<file path="config.mk">
export PLATFORM = sky130hd
export DESIGN_NAME = tcw_ctrl
export DESIGN_NICKNAME = d
export VERILOG_FILES = /design/src/rtl/tcw_pkg.sv /design/src/rtl/tcw_ctrl.sv
export SDC_FILE = /design/constraint.sdc
export NUM_CORES = 1
export LEC_CHECK = 0
export BUFFER_PORTS_ARGS = -buffer_cell sky130_fd_sc_hd__buf_4
export CORE_MARGIN = 1.5
export CORE_UTILIZATION = 44
export CTS_CLUSTER_DIAMETER = 200
export DETAILED_ROUTE_END_ITERATION = 10
export PLACE_DENSITY = 0.71
export SYNTH_ARGS = -nofsm -noshare
export SYNTH_HDL_FRONTEND = slang
export SYNTH_SLANG_ARGS = --single-unit
export TNS_END_PERCENT = 50
</file>
<file path="constraint.sdc">
create_clock -name clk -period 2.5 [get_ports clk]
set_input_delay 0.25 -clock clk [delete_from_list [all_inputs] [get_ports clk]]
set_output_delay 0.25 -clock clk [all_outputs]
set_load 0.05 [all_outputs]
</file>
<file path="src/rtl/tcw_pkg.sv">
// Shared types and constants for the text console writer.
// No dependencies; used by the controller, datapath and top level.
package tcw_pkg;

    // Default screen geometry
    localparam int DEF_COLUMNS = 80;
    localparam int DEF_LINES   = 25;

    // Operation codes
    localparam logic [1:0] OP_PUT   = 2'd0;
    localparam logic [1:0] OP_CLEAR = 2'd1;
    localparam logic [1:0] OP_READ  = 2'd2;

    // Configuration register indexes
    localparam int         CFG_IDX_W = 1;
    localparam logic [0:0] REG_FG    = 1'b0;
    localparam logic [0:0] REG_BG    = 1'b1;

    localparam logic [3:0] FG_RESET = 4'd14;
    localparam logic [3:0] BG_RESET = 4'd0;

    // Character codes
    localparam logic [7:0] CH_NL    = 8'h0A;
    localparam logic [7:0] CH_CR    = 8'h0D;
    localparam logic [7:0] CH_SPACE = 8'h20;

    // Screen memory sweep kinds
    typedef enum logic [1:0] {
        SW_ZERO,
        SW_COPY,
        SW_BLANK
    } sweep_t;

    // Controller to datapath
    typedef struct packed {
        logic   load_item;
        logic   put_exec;
        logic   home;
        logic   rd_issue;
        logic   sweep_start;
        sweep_t start_mode;
        logic   sweep_run;
        sweep_t run_mode;
        logic   out_load;
    } cmd_t;

    // Datapath to controller
    typedef struct packed {
        logic [1:0] op;
        logic       put_scroll;
        logic       sweep_last;
        logic       out_free;
    } stat_t;

endpackage

</file>
<file path="src/rtl/tcw_ctrl.sv">
// Sequencing state machine for the text console writer.
// Depends on tcw_pkg for command and status types.
module tcw_ctrl
    import tcw_pkg::*;
(
    input  logic  clk,
    input  logic  rst_n,
    input  logic  in_valid,
    output logic  in_stall,
    input  stat_t stat,
    output cmd_t  cmd
);

    typedef enum logic [6:0] {
        ST_INIT  = 7'b0000001,
        ST_IDLE  = 7'b0000010,
        ST_EXEC  = 7'b0000100,
        ST_CLEAR = 7'b0001000,
        ST_COPY  = 7'b0010000,
        ST_BLANK = 7'b0100000,
        ST_DONE  = 7'b1000000
    } state_t;

    state_t state_reg;
    state_t state_next;

    // Take a word only when idle
    assign in_stall = (state_reg != ST_IDLE);

    // Next state and commands
    always_comb
    begin
        state_next      = state_reg;
        cmd             = '0;
        cmd.start_mode  = SW_ZERO;
        cmd.run_mode    = SW_ZERO;
        unique case (state_reg)
            ST_INIT:
            begin
                cmd.sweep_run = 1'b1;
                cmd.run_mode  = SW_ZERO;
                if (stat.sweep_last)
                begin
                    state_next = ST_IDLE;
                end
            end
            ST_IDLE:
            begin
                if (in_valid)
                begin
                    cmd.load_item = 1'b1;
                    state_next    = ST_EXEC;
                end
            end
            ST_EXEC:
            begin
                if (stat.op == OP_PUT)
                begin
                    cmd.put_exec = 1'b1;
                    if (stat.put_scroll)
                    begin
                        cmd.sweep_start = 1'b1;
                        cmd.start_mode  = SW_COPY;
                        state_next      = ST_COPY;
                    end
                    else if (stat.out_free)
                    begin
                        cmd.out_load = 1'b1;
                        state_next   = ST_IDLE;
                    end
                    else
                    begin
                        state_next = ST_DONE;
                    end
                end
                else if (stat.op == OP_CLEAR)
                begin
                    cmd.home        = 1'b1;
                    cmd.sweep_start = 1'b1;
                    cmd.start_mode  = SW_ZERO;
                    state_next      = ST_CLEAR;
                end
                else if (stat.op == OP_READ)
                begin
                    cmd.rd_issue = 1'b1;
                    state_next   = ST_DONE;
                end
                else if (stat.out_free)
                begin
                    // Unused opcode: report the cursor only
                    cmd.out_load = 1'b1;
                    state_next   = ST_IDLE;
                end
                else
                begin
                    state_next = ST_DONE;
                end
            end
            ST_CLEAR:
            begin
                cmd.sweep_run = 1'b1;
                cmd.run_mode  = SW_ZERO;
                if (stat.sweep_last)
                begin
                    state_next = ST_DONE;
                end
            end
            ST_COPY:
            begin
                cmd.sweep_run = 1'b1;
                cmd.run_mode  = SW_COPY;
                if (stat.sweep_last)
                begin
                    cmd.sweep_start = 1'b1;
                    cmd.start_mode  = SW_BLANK;
                    state_next      = ST_BLANK;
                end
            end
            ST_BLANK:
            begin
                cmd.sweep_run = 1'b1;
                cmd.run_mode  = SW_BLANK;
                if (stat.sweep_last)
                begin
                    state_next = ST_DONE;
                end
            end
            ST_DONE:
            begin
                if (stat.out_free)
                begin
                    cmd.out_load = 1'b1;
                    state_next   = ST_IDLE;
                end
            end
            default:
            begin
                state_next = ST_IDLE;
            end
        endcase
    end

    // State register
    always_ff @(posedge clk or negedge rst_n)
    begin
        if (!rst_n)
        begin
            state_reg <= ST_INIT;
        end
        else
        begin
            state_reg <= state_next;
        end
    end

endmodule

</file>
=== Yosys cells after proc, flatten, opt, wreduce, memory -nomap -nowiden ===
Index checks and enable logic that the tools add are counted.
W data, S select, Z words.

* Equal/unequal tests: 15
* Muxes and demuxes: 31
* Reduce and logical (&&, ||, !) cells: 4

{| class="wikitable"
|+ Operator list
! cell !! number
|-
| $mux W7 || 10
|-
| $pmux W7 S6 || 1
|-
| $mux W3 || 5
|-
| $mux W1 || 11
|-
| $pmux W3 S3 || 1
|-
| $ne A2 B2 Y1 const B || 4
|-
| $eq A7 B1 Y1 const B || 1
|-
| $eq A7 B2 Y1 const B || 1
|-
| $eq A7 B3 Y1 const B || 1
|-
| $eq A7 B4 Y1 const B || 1
|-
| $eq A7 B5 Y1 const B || 1
|-
| $eq A7 B6 Y1 const B || 1
|-
| $eq A7 B7 Y1 const B || 1
|-
| $ne A7 B2 Y1 const B || 1
|-
| $pmux W3 S2 || 1
|-
| $reduce_and A5 Y1 || 1
|-
| $reduce_or A2 Y1 || 2
|-
| $eq A2 B1 Y1 const B || 1
|-
| $eq A2 B2 Y1 const B || 1
|-
| $logic_not A2 Y1 || 1
|-
| $mux W2 || 1
|-
| $ne A2 B1 Y1 const B || 1
|-
| $pmux W1 S2 || 1
|}

* Flip-flop bits (word level): 7
* Input port bits: 8
* Logic and storage cells: 51

=== Longest topological paths before layout ===
* Depth after elaboration: 5
* Depth in mapped cells: 6

=== Worst setup path after synthesis ===
No wires, ideal clock.

* Kind: flip-flop to output port
* From: register state_reg[3]
* To: output port cmd[3] (netlist bit)
* Arrival: 3.470 ns
* Data required time: 2.250 ns
* Slack: -1.220 ns
* Stages on the path, launching flop included: 4
* Path buffers: 0
* Cell sequence: dfrtp_1 -> inv_1 -> or4_1 -> a2111oi_0

{| class="wikitable"
|+ RTL lines
! what !! RTL line !! RTL
|-
| start: declaration || tcw_ctrl.sv:24 || <nowiki>state_t state_reg;</nowiki>
|-
| start signal: assignment || tcw_ctrl.sv:152 || <nowiki>state_reg <= state_next;</nowiki>
|-
| end: declaration || tcw_ctrl.sv:11 || <nowiki>output cmd_t cmd</nowiki>
|}

==> results.md <==
* Mapped cell area at 587 um^2
* First-pass GRT wire length at between 2000 and 3000 um
* F_max at 416 MHz
* Bufs on Longest Clock Path at 2
* Commonest non-fill, non-tap cell in the layout: buf_4
* Reg2Reg Depth at 4
* DR pass1 iterations at 4
* Synth Net Count at 80
* Root Buffer: clkbuf_4
* Reg2reg end: state_reg[1]
* Die height at approximately 40 um
* Status: complete, no violations
* Clock transition at path regs at ~0.060 ns
* Area after DPL at approximately 750 um^2
* DP HPWL at 1230 um
* Boundary pin count at 20
* Core area at between 1000 and 1500 um^2
* P&R area growth vs syn at 33.9%
* Yosys warnings at 0
* Setup violations, final at 0
* Slew @ Worst Pin at slightly above 0.5 ns
* Die X-Extent at approximately 40 um
* Clock skew at about 0.0063 ns
* Tcrit/Tclk final at 0.961
* Reg-to-reg slack, setup at 0.52 ns
* RSZ-0062 raised after global routing: no
* Power Dens Cells at 793 nW/um^2
* Layout cells sized above 1 at 0.348
* Core Rows at 12
* CTS Sinks at 7
* Worst EP required at 2.25 ns
* Total Routing Usage GR at 0.259
* Initial DRC count at 8
* Leak at between 0.3 and 0.4 nW
* GP Congestion at about 0.77
* Final wirelength at 1600 um
* Fin area at 786 um^2
* Hold depth at 4
* Initial Util at 0.501
* Crit end category: output port
* Total Nets Final at ~100
* Post-layout util at 0.671
* Setup ws final at 0.0987 ns
* Hold Violations, Final at 0
* Worst slew margin at 0.657
* Commonest cells after routing, fill and taps aside: 20 x buf_4, 9 x nor2_1, 6 x nor3_1, 6 x dfrtp_1, 5 x inv_1
* Max FFs per register at 7
* Hold_sp: stat[1]
* Worst IR Drop VDD at between 0.0004 and 0.0005 V
* Post-synth cell types at 37
* Final Slew Violations at 0
* Total chip power at about 0.62 mW
* DRC viols at 0
* Post-synthesis sequential area ratio at 0.301
* Arrival @ worst endpoint at ~2.2 ns
* Setup Fix Bufs, Post-CTS at 0
* Syn Inst Count at between 70 and 80
* Clock latency on the worst-skew pair at 0.26 ns
* Max_cap viols at 0
* Crit Path Class: reg2out
* Startpoint Class: flop
* WHS at ~0.23 ns
* Yosys reg bits at 7
* Resize count post-CTS at 0
* Placed cell count at 101
* Crit path max fanout at 8
* Vias in the first global route at around 620
* # diodes at 0
* Post-Place Setup Slack at between 0.3 and 0.4 ns
* Grt ovf at 0
* Initial antenna violation count at 0
* Final min period at roughly 2.4 ns
* Vias/cell at ~6
* Clock H-tree levels at 1
* Wirelength per Cell at ~15 um
* Total negative slack at 0 ns
* CTS tree: yes
* Die area at roughly 1600 um^2
* Mean Syn Cell Area at around 8 um^2
* HP Class: in2reg
* Cts hold-fix bufs at 1
* Worst flop-to-flop path startpoint: state_reg[3]
* Port buffer count at 19
* Antenna-violating nets left at 0
* Num CTS Buffers at 3
* Hold EP: state_reg[0]
* Pin count of the biggest net entering global routing at 13
* Final Non-Filler Cells at approximately 110
* Vias at between 600 and 700
logic make-up (layout without fill, tap and decap cells):
logic type | after synthesis | in the layout | synth area share
buffers and inverters | 10 | 30 | 0.0789
flip-flops | 7 | 7 | 0.301
AND/OR/NAND/NOR | 38 | 38 | 0.388
AO/OA/AOI/OAI | 14 | 14 | 0.183
XOR/XNOR | 2 | 2 | 0.0299
multiplexers | 1 | 1 | 0.0192
power by group:
| part | switching (mW) | internal, mW |
|---|---|---|
| logic | 0.216 | 0.137 |
| registers | 0.0307 | 0.132 |
| clock network | 0.0465 | 0.0612 |
critical path, cell delays in order (launching register included):
cell,delay [ns]
dfstp_2,0.61
or3_1,0.31
and4bb_2,0.32
and2_1,0.17
or2_2,0.29
buf_4,0.19
per-layer routing:
metal | wire length [um] | GRT usage
met1 | 697 | 0.293
met2 | 758 | 0.414
met3 | 113 | 0.125
met4 | 26 | 0.0948
met5 | 0 | 0
worst max path at each step:
stage,cells after the start,from,endpoint,slack [ns]
floorplan,4,state_reg[0],cmd[3],-0.56
global placement,5,state_reg[0],cmd[6],0.38
detailed placement,5,state_reg[0],cmd[6],0.38
CTS,5,state_reg[0],cmd[6],0.1
global route,4,state_reg[2],cmd[0],0.01
finish,5,state_reg[0],cmd[6],0.1
Yosys cell counts (all sizes together):
cell     count  area [um^2]
a32o         1         10.0
xnor2        1         8.76
or4b         2         20.0
buf          2         16.3
o21a         1         7.51
inv          5         18.8
nor2         9         33.8
a21oi        1         5.00
nand2b       2         12.5
dfrtp        6          150
or3          3         23.8
nor4         3         18.8
a21o         3         22.5
xor2         1         8.76
nand3        1         5.00
o21ai        1         5.00
or4          2         18.8
and4bb       1         12.5
nor4b        1         8.76
and2         2         12.5
a31oi        1         6.26
mux2         1         11.3
dfstp        1         26.3
clkbuf       3         11.3
nor3         6         30.0
nand2        3         11.3
o311a        2         20.0
or2          2         12.5
a2111oi      1         8.76
o211ai       2         15.0
nor3b        1         7.51
a21boi       1         7.51
final cells by class:
class	instances	area [um^2]
Multi-Input combinational cell	55	387
Fill cell	101	385
Sequential cell	7	176
Clock buffer	4	26.3
Tap cell	14	17.5
Inverter	5	18.8
Timing Repair Buffer	21	160
Note: power is estimated with default switching activity, not from simulation.
